File: config.mk
export PLATFORM = sky130hd
export DESIGN_NAME = oversampled_sync_correlator_core_flat
export DESIGN_NICKNAME = d
export VERILOG_FILES = /design/src/osc_pkg.sv /design/src/osc_if.sv /design/src/osc_csr.sv /design/src/osc_ram.sv /design/src/osc_shift_unit.sv /design/src/osc_avg_unit.sv /design/src/oversampled_sync_correlator_core.sv /design/src/flat_wrapper.sv
export VERILOG_INCLUDE_DIRS = /design/src /design/src/src
export SDC_FILE = /design/constraint.sdc
export NUM_CORES = 2
export LEC_CHECK = 0
export BUFFER_PORTS_ARGS = -buffer_cell sky130_fd_sc_hd__buf_4
export CAP_MARGIN = 40
export CORE_ASPECT_RATIO = 1.2
export CORE_UTILIZATION = 40
export DETAILED_ROUTE_END_ITERATION = 12
export PLACE_DENSITY = 0.63
export SYNTH_ARGS = -nofsm -noshare
export SYNTH_HDL_FRONTEND = slang
export SYNTH_SLANG_ARGS = --single-unit
File: constraint.sdc
create_clock -name clock -period 9.95 [get_ports clock]
set_input_delay 1.4925 -clock clock [delete_from_list [all_inputs] [get_ports clock]]
set_output_delay 1.4925 -clock clock [all_outputs]
set_load 0.05 [all_outputs]
File: src/oversampled_sync_correlator_core_assert.svh
// Assertion macros shared by the correlator RTL.
// No dependencies; included by files that carry concurrent assertions.
`ifndef OVERSAMPLED_SYNC_CORRELATOR_CORE_ASSERT_SVH
`define OVERSAMPLED_SYNC_CORRELATOR_CORE_ASSERT_SVH
`ifndef ASSERT_OFF
// Clocked check, disabled while reset is high
`define OSC_ASSERT(label, clk, rst, prop, msg) \
   label: assert property (@(posedge clk) disable iff (rst) prop) else $error(msg);
// Clocked check that also holds during reset
`define OSC_ASSERT_ALWAYS(label, clk, prop, msg) \
   label: assert property (@(posedge clk) prop) else $error(msg);
`else
`define OSC_ASSERT(label, clk, rst, prop, msg)
`define OSC_ASSERT_ALWAYS(label, clk, prop, msg)
`endif
`endif

File: src/osc_pkg.sv
// Shared constants, codes and types for the oversampled sync correlator.
// No dependencies; compiled before the interfaces and all modules.
package osc_pkg;

   // Sample and sync-word geometry
   localparam int SAMPLE_W        = 16;
   localparam int SYNC_W          = 64;
   localparam int DIST_W          = $clog2(SYNC_W + 1);
   localparam int THR_W           = 7;
   localparam int PAY_W           = 8;
   localparam int CHIPS_LOG2      = 4;                  // 16 chips per byte
   localparam int CNT_W           = PAY_W + CHIPS_LOG2;

   // Oversampling: phases wrap modulo OVERSAMPLE_RATE (2..32)
   localparam int OVERSAMPLE_RATE = 8;
   localparam int PHASE_W         = $clog2(OVERSAMPLE_RATE);
   localparam int CENTER_OFFSET   = 3 % OVERSAMPLE_RATE;

   // Running average window, a power of two so the mean is a shift
   localparam int AVG_LOG2        = 4;
   localparam int AVG_WINDOW      = 1 << AVG_LOG2;
   localparam int ACC_W           = SAMPLE_W + AVG_LOG2;

   // Search / lock modes
   localparam logic [1:0] MODE_LOOKING = 2'd0;
   localparam logic [1:0] MODE_UNDER   = 2'd1;
   localparam logic [1:0] MODE_LOCKED  = 2'd2;

   // Configuration register indexes
   localparam int CSR_IDX_W = 2;
   localparam logic [CSR_IDX_W-1:0] CSR_SYNC    = 2'd0;
   localparam logic [CSR_IDX_W-1:0] CSR_THRESH  = 2'd1;
   localparam logic [CSR_IDX_W-1:0] CSR_PAYLOAD = 2'd2;

   localparam logic [THR_W-1:0] THRESH_RST  = 7'd4;
   localparam logic [PAY_W-1:0] PAYLOAD_RST = 8'd32;

   // Per-transaction commands from the control stage to the state stores
   typedef struct packed {
      logic upd;   // searching sample: write back and advance
      logic clr;   // end of packet: drop all stored history
   } osc_ctl_type;

endpackage

File: src/osc_if.sv
// Valid/ready channel interfaces: sample input, chip output, register writes.
// Depends on osc_pkg for field widths.
interface osc_req_if;
   import osc_pkg::*;
   logic                       valid;
   logic                       ready;
   logic signed [SAMPLE_W-1:0] sample;
   modport source (output valid, output sample, input ready);
   modport sink   (input valid, input sample, output ready);
endinterface

interface osc_rsp_if;
   logic valid;
   logic ready;
   logic chip_bit;
   logic last_chip;
   modport source (output valid, output chip_bit, output last_chip, input ready);
   modport sink   (input valid, input chip_bit, input last_chip, output ready);
endinterface

interface osc_csr_if;
   import osc_pkg::*;
   logic                 valid;
   logic                 ready;
   logic [CSR_IDX_W-1:0] index;
   logic [SYNC_W-1:0]    data;
   modport source (output valid, output index, output data, input ready);
   modport sink   (input valid, input index, input data, output ready);
endinterface

File: src/osc_csr.sv
// Configuration register file: sync pattern, match threshold, payload length.
// Depends on osc_pkg and osc_csr_if.
module osc_csr (
   input  logic                          clock,
   input  logic                          reset,
   osc_csr_if.sink                       csr_if,
   output logic [osc_pkg::SYNC_W-1:0]    sync_pattern,
   output logic [osc_pkg::THR_W-1:0]     match_threshold,
   output logic [osc_pkg::PAY_W-1:0]     payload_bytes
);
   import osc_pkg::*;

   logic [SYNC_W-1:0] sync_ff;
   logic [THR_W-1:0]  thresh_ff;
   logic [PAY_W-1:0]  payload_ff;

   assign csr_if.ready = 1'b1;

   // Register writes; unknown indexes are dropped
   always_ff @(posedge clock) begin
      if (reset) begin
         sync_ff    <= '0;
         thresh_ff  <= THRESH_RST;
         payload_ff <= PAYLOAD_RST;
      end else if (csr_if.valid) begin
         unique case (csr_if.index)
            CSR_SYNC:    sync_ff    <= csr_if.data;
            CSR_THRESH:  thresh_ff  <= csr_if.data[THR_W-1:0];
            CSR_PAYLOAD: payload_ff <= csr_if.data[PAY_W-1:0];
            default: ;
         endcase
      end
   end

   assign sync_pattern    = sync_ff;
   assign match_threshold = thresh_ff;
   assign payload_bytes   = payload_ff;

endmodule

File: src/osc_ram.sv
// Generic single-write, single-read synchronous RAM with registered read data.
// No dependencies.
module osc_ram #(
   parameter int WIDTH = 16,
   parameter int DEPTH = 16
) (
   input  logic                     clock,
   input  logic                     wr_en,
   input  logic [$clog2(DEPTH)-1:0] wr_addr,
   input  logic [WIDTH-1:0]         wr_data,
   input  logic                     rd_en,
   input  logic [$clog2(DEPTH)-1:0] rd_addr,
   output logic [WIDTH-1:0]         rd_data
);
   logic [WIDTH-1:0] mem [DEPTH];
   logic [WIDTH-1:0] rd_data_ff;

   always_ff @(posedge clock) begin
      if (wr_en) begin
         mem[wr_addr] <= wr_data;
      end
   end

   always_ff @(posedge clock) begin
      if (rd_en) begin
         rd_data_ff <= mem[rd_addr];
      end
   end

   assign rd_data = rd_data_ff;

endmodule

File: src/osc_shift_unit.sv
// Per-phase 64-bit chip history in RAM, with valid bits for fast clearing,
// plus shift-in and Hamming distance against the sync pattern.
// Depends on osc_pkg and osc_ram.
module osc_shift_unit (
   input  logic                          clock,
   input  logic                          reset,
   input  osc_pkg::osc_ctl_type          ctl,
   input  logic                          rd_en,
   input  logic [osc_pkg::PHASE_W-1:0]   rd_addr,
   input  logic [osc_pkg::PHASE_W-1:0]   s1_phase,
   input  logic                          chip,
   input  logic [osc_pkg::SYNC_W-1:0]    sync_pattern,
   output logic [osc_pkg::DIST_W-1:0]    ham_dist
);
   import osc_pkg::*;

   logic [OVERSAMPLE_RATE-1:0] vld_ff, vld_in;
   logic [SYNC_W-1:0]          rd_data;
   logic [SYNC_W-1:0]          cur_reg;
   logic [SYNC_W-1:0]          new_reg;

   function automatic logic [DIST_W-1:0] popcount(input logic [SYNC_W-1:0] v);
      logic [DIST_W-1:0] n;
      n = '0;
      for (int i = 0; i < SYNC_W; i++) begin
         n = n + DIST_W'(v[i]);
      end
      return n;
   endfunction

   osc_ram #(
      .WIDTH (SYNC_W),
      .DEPTH (OVERSAMPLE_RATE)
   ) u_ram (
      .clock   (clock),
      .wr_en   (ctl.upd),
      .wr_addr (s1_phase),
      .wr_data (new_reg),
      .rd_en   (rd_en),
      .rd_addr (rd_addr),
      .rd_data (rd_data)
   );

   // Entries not written since the last clear read as zero
   assign cur_reg  = vld_ff[s1_phase] ? rd_data : '0;
   assign new_reg  = {cur_reg[SYNC_W-2:0], chip};
   assign ham_dist = popcount(new_reg ^ sync_pattern);

   // Valid bits
   always_comb begin
      vld_in = vld_ff;
      if (ctl.clr) begin
         vld_in = '0;
      end else if (ctl.upd) begin
         vld_in[s1_phase] = 1'b1;
      end
   end

   always_ff @(posedge clock) begin
      if (reset) begin
         vld_ff <= '0;
      end else begin
         vld_ff <= vld_in;
      end
   end

endmodule

File: src/osc_avg_unit.sv
// Sliding window of searching samples in RAM with a running sum; supplies
// the floor mean used as the slice level at lock.
// Depends on osc_pkg and osc_ram.
module osc_avg_unit (
   input  logic                                 clock,
   input  logic                                 reset,
   input  osc_pkg::osc_ctl_type                 ctl,
   input  logic                                 rd_en,
   input  logic signed [osc_pkg::SAMPLE_W-1:0]  sample,
   output logic signed [osc_pkg::SAMPLE_W-1:0]  mean_level
);
   import osc_pkg::*;

   logic [AVG_LOG2-1:0]        ptr_ff, ptr_in;
   logic [AVG_LOG2-1:0]        rd_addr;
   logic signed [ACC_W-1:0]    accum_ff, accum_in;
   logic signed [ACC_W-1:0]    accum_sum;
   logic [AVG_WINDOW-1:0]      vld_ff, vld_in;
   logic [SAMPLE_W-1:0]        rd_data;
   logic [SAMPLE_W-1:0]        old_sample;

   osc_ram #(
      .WIDTH (SAMPLE_W),
      .DEPTH (AVG_WINDOW)
   ) u_ram (
      .clock   (clock),
      .wr_en   (ctl.upd),
      .wr_addr (ptr_ff),
      .wr_data (sample),
      .rd_en   (rd_en),
      .rd_addr (rd_addr),
      .rd_data (rd_data)
   );

   // Read the slot the next transaction will overwrite
   always_comb begin
      if (ctl.clr) begin
         rd_addr = '0;
      end else if (ctl.upd) begin
         rd_addr = ptr_ff + 1'b1;
      end else begin
         rd_addr = ptr_ff;
      end
   end

   // Drop the oldest sample, add the new one
   assign old_sample = vld_ff[ptr_ff] ? rd_data : '0;
   assign accum_sum  = accum_ff
                     - {{AVG_LOG2{old_sample[SAMPLE_W-1]}}, old_sample}
                     + {{AVG_LOG2{sample[SAMPLE_W-1]}}, sample};
   // Floor division by the window; always fits the sample range
   assign mean_level = accum_sum[ACC_W-1:AVG_LOG2];

   always_comb begin
      ptr_in   = ptr_ff;
      accum_in = accum_ff;
      vld_in   = vld_ff;
      if (ctl.clr) begin
         ptr_in   = '0;
         accum_in = '0;
         vld_in   = '0;
      end else if (ctl.upd) begin
         ptr_in         = ptr_ff + 1'b1;
         accum_in       = accum_sum;
         vld_in[ptr_ff] = 1'b1;
      end
   end

   always_ff @(posedge clock) begin
      if (reset) begin
         ptr_ff   <= '0;
         accum_ff <= '0;
         vld_ff   <= '0;
      end else begin
         ptr_ff   <= ptr_in;
         accum_ff <= accum_in;
         vld_ff   <= vld_in;
      end
   end

endmodule

File: src/oversampled_sync_correlator_core.sv
// Oversampled sync-word correlator with bit synchronization, top level.
// Depends on osc_pkg, osc_if, osc_csr, osc_shift_unit, osc_avg_unit and the
// assertion macro header.
//
// Usage:
//   req_if carries one signed Q1.15 demodulator sample per transaction at the
//   oversampled rate. rsp_if carries a chip decision (chip_bit) with a
//   last_chip flag once the block has locked onto a sync word; most samples
//   produce no response. csr_if writes sync_pattern (0), match_threshold (1)
//   and payload_bytes (2); it is always ready and should only be used idle.
//   Throughput: one sample per clock unless a chip response is held. A sample's
//   state is read from the per-phase history RAM and the window RAM at
//   acceptance and written back when it leaves the working stage register;
//   its response then passes through the output register. Consecutive
//   samples touch different RAM entries, so no interlock is needed.
//   Reset (synchronous, active high) restores register defaults, clears all
//   history via valid bits and starts searching; no clearing pass is needed.
//   When rsp_if.ready is low the response is held in its output register;
//   samples that produce no response keep flowing, and the input stalls
//   only when a second chip would be produced.
`include "oversampled_sync_correlator_core_assert.svh"
module oversampled_sync_correlator_core (
   input  logic      clock,
   input  logic      reset,
   osc_req_if.sink   req_if,
   osc_rsp_if.source rsp_if,
   osc_csr_if.sink   csr_if
);
   import osc_pkg::*;

   // Configuration
   logic [SYNC_W-1:0] sync_pattern;
   logic [THR_W-1:0]  match_threshold;
   logic [PAY_W-1:0]  payload_bytes;

   // Working stage
   logic                       s1_valid_ff, s1_valid_in;
   logic signed [SAMPLE_W-1:0] s1_sample_ff;
   logic                       req_accept;
   logic                       s1_emit, s1_fire, s1_search;
   logic                       chip;
   logic                       under_hit, enter_under, do_lock, end_pkt;
   logic [DIST_W-1:0]          ham_dist;
   logic signed [SAMPLE_W-1:0] mean_level;
   osc_ctl_type                ctl;

   // Architectural state
   logic [1:0]                 mode_ff, mode_in;
   logic [PHASE_W-1:0]         phase_ff, phase_in, phase_next;
   logic [PHASE_W-1:0]         trans_ff, trans_in;
   logic [PHASE_W-1:0]         center_ff, center_in, center_calc;
   logic [CNT_W-1:0]           count_ff, count_in, count_next;
   logic [CNT_W-1:0]           total_chips;
   logic signed [SAMPLE_W-1:0] slice_ff, slice_in;

   // Center phase arithmetic, one bit wider than a phase
   logic [PHASE_W:0]           delta_raw, delta, half_sum, mid, off_sum;

   // Output register
   logic rsp_valid_ff, rsp_valid_in;
   logic rsp_chip_ff, rsp_chip_in;
   logic rsp_last_ff, rsp_last_in;
   logic out_free;

   osc_csr u_csr (
      .clock           (clock),
      .reset           (reset),
      .csr_if          (csr_if),
      .sync_pattern    (sync_pattern),
      .match_threshold (match_threshold),
      .payload_bytes   (payload_bytes)
   );

   osc_shift_unit u_shift (
      .clock        (clock),
      .reset        (reset),
      .ctl          (ctl),
      .rd_en        (req_accept),
      .rd_addr      (phase_in),
      .s1_phase     (phase_ff),
      .chip         (chip),
      .sync_pattern (sync_pattern),
      .ham_dist     (ham_dist)
   );

   osc_avg_unit u_avg (
      .clock      (clock),
      .reset      (reset),
      .ctl        (ctl),
      .rd_en      (req_accept),
      .sample     (s1_sample_ff),
      .mean_level (mean_level)
   );

   // Handshake and stage control
   assign out_free    = !rsp_valid_ff || rsp_if.ready;
   assign chip        = s1_sample_ff > slice_ff;
   assign s1_emit     = s1_valid_ff && (mode_ff == MODE_LOCKED) && (phase_ff == center_ff);
   assign s1_fire     = s1_valid_ff && (!s1_emit || out_free);
   assign s1_search   = s1_fire && (mode_ff != MODE_LOCKED);
   assign req_if.ready = !s1_valid_ff || s1_fire;
   assign req_accept  = req_if.valid && req_if.ready;

   // Chip counting while locked
   assign count_next  = count_ff + 1'b1;
   assign total_chips = {payload_bytes, {CHIPS_LOG2{1'b0}}};
   assign end_pkt     = s1_fire && s1_emit && (count_next >= total_chips);

   // Sync detection while searching
   assign under_hit   = ham_dist <= match_threshold;
   assign enter_under = s1_search && (mode_ff != MODE_UNDER) && under_hit;
   assign do_lock     = s1_search && (mode_ff == MODE_UNDER) && !under_hit;

   assign ctl.upd = s1_search;
   assign ctl.clr = end_pkt;

   assign phase_next = (phase_ff == PHASE_W'(OVERSAMPLE_RATE - 1)) ? '0 : phase_ff + 1'b1;

   // Lock phase: transition + floor(delta / 2) + offset, all modulo the rate
   always_comb begin
      delta_raw = {1'b0, phase_ff} + (PHASE_W + 1)'(OVERSAMPLE_RATE) - {1'b0, trans_ff};
      delta     = (delta_raw >= (PHASE_W + 1)'(OVERSAMPLE_RATE))
                ? delta_raw - (PHASE_W + 1)'(OVERSAMPLE_RATE) : delta_raw;
      half_sum  = {1'b0, trans_ff} + (delta >> 1);
      mid       = (half_sum >= (PHASE_W + 1)'(OVERSAMPLE_RATE))
                ? half_sum - (PHASE_W + 1)'(OVERSAMPLE_RATE) : half_sum;
      off_sum   = mid + (PHASE_W + 1)'(CENTER_OFFSET);
      if (off_sum >= (PHASE_W + 1)'(OVERSAMPLE_RATE)) begin
         off_sum = off_sum - (PHASE_W + 1)'(OVERSAMPLE_RATE);
      end
      center_calc = off_sum[PHASE_W-1:0];
   end

   // Next state
   always_comb begin
      mode_in   = mode_ff;
      phase_in  = phase_ff;
      trans_in  = trans_ff;
      center_in = center_ff;
      count_in  = count_ff;
      slice_in  = slice_ff;
      if (end_pkt) begin
         mode_in  = MODE_LOOKING;
         phase_in = '0;
         slice_in = slice_ff >>> 1;
      end else if (s1_fire) begin
         phase_in = phase_next;
         if (s1_emit) begin
            count_in = count_next;
         end
         if (enter_under) begin
            mode_in  = MODE_UNDER;
            trans_in = phase_ff;
         end else if (do_lock) begin
            mode_in   = MODE_LOCKED;
            center_in = center_calc;
            count_in  = '0;
            slice_in  = mean_level;
         end
      end
   end

   always_ff @(posedge clock) begin
      if (reset) begin
         mode_ff   <= MODE_LOOKING;
         phase_ff  <= '0;
         trans_ff  <= '0;
         center_ff <= '0;
         count_ff  <= '0;
         slice_ff  <= '0;
      end else begin
         mode_ff   <= mode_in;
         phase_ff  <= phase_in;
         trans_ff  <= trans_in;
         center_ff <= center_in;
         count_ff  <= count_in;
         slice_ff  <= slice_in;
      end
   end

   // Working stage occupancy and sample capture
   always_comb begin
      if (req_accept) begin
         s1_valid_in = 1'b1;
      end else if (s1_fire) begin
         s1_valid_in = 1'b0;
      end else begin
         s1_valid_in = s1_valid_ff;
      end
   end

   always_ff @(posedge clock) begin
      if (reset) begin
         s1_valid_ff <= 1'b0;
      end else begin
         s1_valid_ff <= s1_valid_in;
      end
   end

   always_ff @(posedge clock) begin
      if (req_accept) begin
         s1_sample_ff <= req_if.sample;
      end
   end

   // Response register
   always_comb begin
      rsp_valid_in = rsp_valid_ff;
      rsp_chip_in  = rsp_chip_ff;
      rsp_last_in  = rsp_last_ff;
      if (s1_fire && s1_emit) begin
         rsp_valid_in = 1'b1;
         rsp_chip_in  = chip;
         rsp_last_in  = end_pkt;
      end else if (rsp_if.ready) begin
         rsp_valid_in = 1'b0;
      end
   end

   always_ff @(posedge clock) begin
      if (reset) begin
         rsp_valid_ff <= 1'b0;
      end else begin
         rsp_valid_ff <= rsp_valid_in;
      end
   end

   always_ff @(posedge clock) begin
      rsp_chip_ff <= rsp_chip_in;
      rsp_last_ff <= rsp_last_in;
   end

   assign rsp_if.valid     = rsp_valid_ff;
   assign rsp_if.chip_bit  = rsp_chip_ff;
   assign rsp_if.last_chip = rsp_last_ff;

   // Checks
   `OSC_ASSERT(a_rsp_no_overwrite, clock, reset,
      (rsp_valid_ff && !rsp_if.ready) |-> !(s1_fire && s1_emit),
      "pending response overwritten")
   `OSC_ASSERT(a_end_restarts, clock, reset,
      end_pkt |=> (phase_ff == '0 && mode_ff == MODE_LOOKING),
      "packet end did not restart search at phase zero")
   `OSC_ASSERT(a_no_ram_clash, clock, reset,
      (req_accept && ctl.upd) |-> (phase_in != phase_ff),
      "history RAM read and write hit the same phase")
   `OSC_ASSERT(a_stall_holds, clock, reset,
      (s1_valid_ff && !s1_fire) |=> (s1_valid_ff && $stable(phase_ff) && $stable(mode_ff)),
      "stalled stage changed state")

endmodule
File: src/flat_wrapper.sv
// flat-port wrapper written by rule: the top's interface ports become plain ports
module oversampled_sync_correlator_core_flat import osc_pkg::*;
  (clock, reset, req_if_valid, req_if_sample, req_if_ready, rsp_if_valid, rsp_if_chip_bit, rsp_if_last_chip, rsp_if_ready, csr_if_valid, csr_if_index, csr_if_data, csr_if_ready);
  osc_req_if req_if_i ();
  osc_rsp_if rsp_if_i ();
  osc_csr_if csr_if_i ();
  input  logic clock;
  input  logic reset;
  input wire logic [$bits(req_if_i.valid)-1:0] req_if_valid;
  input wire logic [$bits(req_if_i.sample)-1:0] req_if_sample;
  output wire logic [$bits(req_if_i.ready)-1:0] req_if_ready;
  output wire logic [$bits(rsp_if_i.valid)-1:0] rsp_if_valid;
  output wire logic [$bits(rsp_if_i.chip_bit)-1:0] rsp_if_chip_bit;
  output wire logic [$bits(rsp_if_i.last_chip)-1:0] rsp_if_last_chip;
  input wire logic [$bits(rsp_if_i.ready)-1:0] rsp_if_ready;
  input wire logic [$bits(csr_if_i.valid)-1:0] csr_if_valid;
  input wire logic [$bits(csr_if_i.index)-1:0] csr_if_index;
  input wire logic [$bits(csr_if_i.data)-1:0] csr_if_data;
  output wire logic [$bits(csr_if_i.ready)-1:0] csr_if_ready;
  assign req_if_i.valid = req_if_valid;
  assign req_if_i.sample = req_if_sample;
  assign req_if_ready = req_if_i.ready;
  assign rsp_if_valid = rsp_if_i.valid;
  assign rsp_if_chip_bit = rsp_if_i.chip_bit;
  assign rsp_if_last_chip = rsp_if_i.last_chip;
  assign rsp_if_i.ready = rsp_if_ready;
  assign csr_if_i.valid = csr_if_valid;
  assign csr_if_i.index = csr_if_index;
  assign csr_if_i.data = csr_if_data;
  assign csr_if_ready = csr_if_i.ready;
  oversampled_sync_correlator_core u_core (.clock(clock), .reset(reset), .req_if(req_if_i), .rsp_if(rsp_if_i), .csr_if(csr_if_i));
endmodule
==> impl_metrics.sql <==
INSERT INTO impl_metrics (metric_group, metric, value, unit) VALUES
('run_status', 'run_status', 'finished clean', ''),
('drt', 'via_per_inst', '5.43', ''),
('cells_and_area', 'drive_gt1_share', '10.7', '%'),
('die', 'fp.dieW', '303', 'um'),
('die', 'die_area', '0.110', 'sq mm'),
('cells_and_area', 'area_delta_synth_final', '13.9', '%'),
('synth', 'synth-main-ff-cell', 'sky130_fd_sc_hd__edfxtp_1', ''),
('sta', 'timing_hold_violations_final', '0', ''),
('setup_path', 'critPathMaxFanout', '51', ''),
('drt', 'vias', '27600', ''),
('sta', 'max_freq', '105', 'MHz'),
('synth', 'synth-seq-area-share', '66.9', '%'),
('placement', 'place.gp.congestion', '0.827', ''),
('global_routing', 'grt_antenna_before_repair', '1', ''),
('drt', 'detailedRoute.firstPassIterationCount', '5', ''),
('clock_tree', 'clock_sink_count', '1025', ''),
('global_routing', 'grt_start_max_net_pins', '189', ''),
('die', 'core_area', '0.108', 'sq mm'),
('clock_tree', 'clock-root-buffer', 'sky130_fd_sc_hd__clkbuf_16', ''),
('sta', 'min_period_over_period', '95.7', '%'),
('clock_tree', 'clock_tree_from_tritoncts', 'yes', ''),
('synth', 'syn-cell-area', '0.0435', 'sq mm'),
('setup_path', 'cpMaxStageDelayCell', 'sky130_fd_sc_hd__fa_1', ''),
('sta', 'clock_skew', '0.0690', 'ns'),
('synth', 'ys_seq_elements', '1025', ''),
('global_routing', 'grt-ovfl-total', '0', ''),
('power', 'leakage', '17.5', 'nW'),
('global_routing', 'globalRouteTotalUtil', '20.3', '%'),
('sta', 'layout_min_cycle_time', '9.52', 'ns'),
('setup_path', 'worst_ep_required_time', '10.48', 'ns'),
('drt', 'route.antenna.remaining_nets', '0', ''),
('placement', 'buffers_on_ports', '90', ''),
('synth', 'netlist-cell-type-count', '80', ''),
('clock_tree', 'cts.htree.levels', '3', ''),
('synth', 'postSynthCellCount', '3483', ''),
('synth', 'synth-async-reset-ratio', '0', '%'),
('setup_path', 'cpPeakStageDelay', '0.58', 'ns'),
('flow_run', 'timing.max_cap.violations', '0', ''),
('synth', 'synth_area_per_cell', '12.5', 'sq um'),
('sta', 'worst_slack', '0.432', 'ns'),
('placement', 'dp_cells', '4887', ''),
('placement', 'placed_area', '0.0462', 'sq mm'),
('power', 'vdd_drop_max', '442', 'uV'),
('cells_and_area', 'antenna-diode-count', '0', ''),
('setup_path', 'end_kind', 'register', ''),
('setup_path', 'critical_path_arrival', '10.05', 'ns'),
('sta', 'grt_setup_unrepaired', 'no', ''),
('cells_and_area', 'stdcell_area', '0.0496', 'sq mm'),
('clock_tree', 'clkSlewWorstSetupHoldPaths', '0.06', 'ns'),
('cells_and_area', 'fin_cells', '5080', ''),
('clock_tree', 'number_of_buffers_inserted_during_clock_tree_synthesis', '100', ''),
('sta', 'slew_violations', '0', ''),
('cells_and_area', 'utilization', '46.0', '%'),
('die', 'top_level_ports', '92', ''),
('clock_tree', 'ctsLongestPathBuffers', '3', ''),
('power', 'power-per-cell-area', '261', 'mW/mm^2'),
('clock_tree', 'hold_buffers', '0', ''),
('drt', 'route.detailed.drc', '0', ''),
('synth', 'postSynthNetCount', '3721', ''),
('placement', 'pre_cts_ws', '0.213', 'ns'),
('global_routing', 'grt_first_pass_wirelength', '168', 'mm'),
('setup_path', 'worst_path_most_repeated_cell', 'sky130_fd_sc_hd__fa_1', ''),
('sta', 'setup_tns', '0', 'ns'),
('die', 'placement_rows', '132', ''),
('sta', 'worst-slew-pin-transition', '1.00', 'ns'),
('drt', 'finalWirelength', '113', 'mm'),
('setup_path', 'cp_top_family', 'adder cells', ''),
('clock_tree', 'worstSkewPairLatency', '0.74', 'ns'),
('drt', 'routed_wire_length_per_instance', '22.2', 'um'),
('drt', 'detailed_router_s_first_iteration_violation_count', '2368', ''),
('synth', 'ys.warnings.count', '0', ''),
('sta', 'relSlewSlack', '33.1', '%'),
('sta', 'report.final.setup_viol', '0', ''),
('hold_path', 'worst_hold_path_type', 'reg2reg', ''),
('die', 'die_h', '363', 'um'),
('setup_path', 'critical_path_class', 'reg2reg', ''),
('placement', 'place.detailed.hpwl', '65.7', 'mm'),
('die', 'start_util', '40.4', '%'),
('global_routing', 'first_global_vias', '26800', ''),
('setup_path', 'worst_setup_path_start_kind', 'register', ''),
('cells_and_area', 'design.final.nets', '3825', ''),
('synth', 'synth_enable_flop_cells', '857', ''),
('setup_path', 'timing.critical_path.buf_inv', '5', '');
## worst paths after layout
kind | slack (ns) | start | end | cells past startpoint
max | 0.43 | u_core.phase_ff[0] | u_core.slice_ff[4] | 32
max reg2reg | 0.43 | u_core.phase_ff[0] | u_core.slice_ff[4] | 32
min | 0.45 | u_core.u_avg.accum_ff[18] | u_core.u_avg.accum_ff[18] | 2
min reg2reg | 0.45 | u_core.u_avg.accum_ff[18] | u_core.u_avg.accum_ff[18] | 2
## synthesized netlist by cell type, types with 76 or more instances
library cell | number | area [sq um]
sky130_fd_sc_hd__xnor2_1 | 82 | 718
sky130_fd_sc_hd__edfxtp_1 | 857 | 25700
sky130_fd_sc_hd__dfxtp_1 | 168 | 3360
sky130_fd_sc_hd__o22ai_1 | 76 | 475
sky130_fd_sc_hd__a22oi_1 | 78 | 586
sky130_fd_sc_hd__and3_1 | 87 | 544
sky130_fd_sc_hd__a21oi_1 | 130 | 651
sky130_fd_sc_hd__nand2_1 | 620 | 2330
sky130_fd_sc_hd__nor2_1 | 271 | 1020
sky130_fd_sc_hd__ha_1 | 76 | 951
sky130_fd_sc_hd__clkbuf_1 | 101 | 379
sky130_fd_sc_hd__inv_1 | 187 | 702
sky130_fd_sc_hd__nand3_1 | 141 | 706
## per-stage QoR
stage | hold WS, ns | total power [W]
finish | 0.453 | 0.0129
floorplan | 0.432 | 0.00787
CTS | 0.455 | 0.0128
global route | 0.469 | 0.0137
global placement | 0.439 | 0.00896
detailed placement | 0.446 | 0.00903
## power by group
| group | internal [W] | switching (W) |
|---|---|---|
| sequential | 0.00484 | 0.0000776 |
| combinational | 0.00181 | 0.00238 |
| clock | 0.00215 | 0.00167 |
| total | 0.00881 | 0.00413 |
## final cells by class
type	instances	area [sq um]
well taps	1407	1760
fillers	9660	58300
clock buffers	123	2620
multi-input cells	2087	13100
repair buffers	185	1620
clock inverters	65	697
flip-flops and latches	1025	29100
inverters	188	706
## flip-flops by register name, indices dropped and copies added (netlist names), 2 cells and up
signal,flops
u_core.trans_ff,3
u_core.center_ff,3
u_core.phase_ff,3
u_core.u_shift.vld_ff,8
u_core.slice_ff,16
u_core.u_avg.ptr_ff,4
u_core.u_avg.u_ram.rd_data,16
u_core.count_ff,12
u_core.u_csr.match_threshold,7
u_core.u_csr.sync_pattern,64
u_core.s1_sample_ff,16
u_core.u_avg.vld_ff,16
u_core.u_shift.u_ram.rd_data,63
u_core.mode_ff,2
u_core.u_shift.u_ram.mem,504
u_core.u_avg.accum_ff,20
u_core.u_csr.payload_bytes,8
u_core.u_avg.u_ram.mem,256
## cells in the final DEF (no fill, tap or decap), types with 9 or more instances in the layout
| cell | synthesis | routed |
|---|---|---|
| sky130_fd_sc_hd__edfxtp_1 | 857 | 857 |
| sky130_fd_sc_hd__nand2_1 | 620 | 619 |
| sky130_fd_sc_hd__nor2_1 | 271 | 262 |
| sky130_fd_sc_hd__inv_1 | 187 | 187 |
| sky130_fd_sc_hd__buf_4 | 21 | 170 |
| sky130_fd_sc_hd__dfxtp_1 | 168 | 168 |
| sky130_fd_sc_hd__nand3_1 | 141 | 141 |
| sky130_fd_sc_hd__a21oi_1 | 130 | 128 |
| sky130_fd_sc_hd__clkbuf_16 | 0 | 100 |
| sky130_fd_sc_hd__and3_1 | 87 | 86 |
| sky130_fd_sc_hd__xnor2_1 | 82 | 81 |
| sky130_fd_sc_hd__a22oi_1 | 78 | 78 |
| sky130_fd_sc_hd__o22ai_1 | 76 | 76 |
| sky130_fd_sc_hd__ha_1 | 76 | 76 |
| sky130_fd_sc_hd__fa_1 | 75 | 75 |
| sky130_fd_sc_hd__and2_1 | 67 | 66 |
| sky130_fd_sc_hd__a32oi_1 | 62 | 62 |
| sky130_fd_sc_hd__o21ai_0 | 61 | 61 |
| sky130_fd_sc_hd__nor3_1 | 36 | 27 |
| sky130_fd_sc_hd__clkinv_1 | 0 | 25 |
| sky130_fd_sc_hd__xor2_1 | 23 | 23 |
| sky130_fd_sc_hd__or3_1 | 21 | 20 |
| sky130_fd_sc_hd__clkbuf_1 | 101 | 20 |
| sky130_fd_sc_hd__mux2i_1 | 18 | 18 |
| sky130_fd_sc_hd__clkinv_2 | 0 | 17 |
| sky130_fd_sc_hd__a21o_1 | 15 | 15 |
| sky130_fd_sc_hd__a221oi_1 | 13 | 13 |
| sky130_fd_sc_hd__o21a_1 | 12 | 12 |
| sky130_fd_sc_hd__o21ai_1 | 12 | 11 |
| sky130_fd_sc_hd__nor2b_1 | 10 | 10 |
| sky130_fd_sc_hd__nand2b_1 | 10 | 10 |
| sky130_fd_sc_hd__bufinv_16 | 0 | 10 |
| sky130_fd_sc_hd__nor3_2 | 1 | 9 |
## metal layers
layer,vias up,global-route usage (%),part of all wire [%]
li1,12600,-,-
met1,13800,26.6,41
met2,984,34.7,49
met3,171,2.98,6.7
met4,0,6.43,2.7
met5,-,0,0
## repair_timing
action                     4_1_cts  5_1_grt
setup endpoints to repair        0       36
buffers inserted                 0        5
gates resized for setup          0        6
hold endpoints to repair         0        0
## worst reg2reg max path, delay by kind of cell (launching register included)
kind | cells | cell delay (ns)
AO/OA/AOI/OAI | 5 | 0.82
multiplexers | 1 | 0.52
flip-flops | 1 | 0.42
buffers and inverters | 5 | 0.71
XOR/XNOR | 2 | 0.44
AND/OR/NAND/NOR | 8 | 1.25
adder cells (fa/ha/maj) | 11 | 5.22
## cell families (layout without fill, tap and decap cells)
logic type	count (synthesis)	count (layout)	share of synthesized area, %
AND/OR/NAND/NOR	1299	1299	13.2
multiplexers	27	27	0.828
buffers and inverters	371	561	3.64
other	1	1	0.00862
AO/OA/AOI/OAI	501	501	7.66
XOR/XNOR	108	108	2.22
adder cells (fa/ha/maj)	151	151	5.63
flip-flops	1025	1025	66.9
Power figures use the tool's default switching activity.
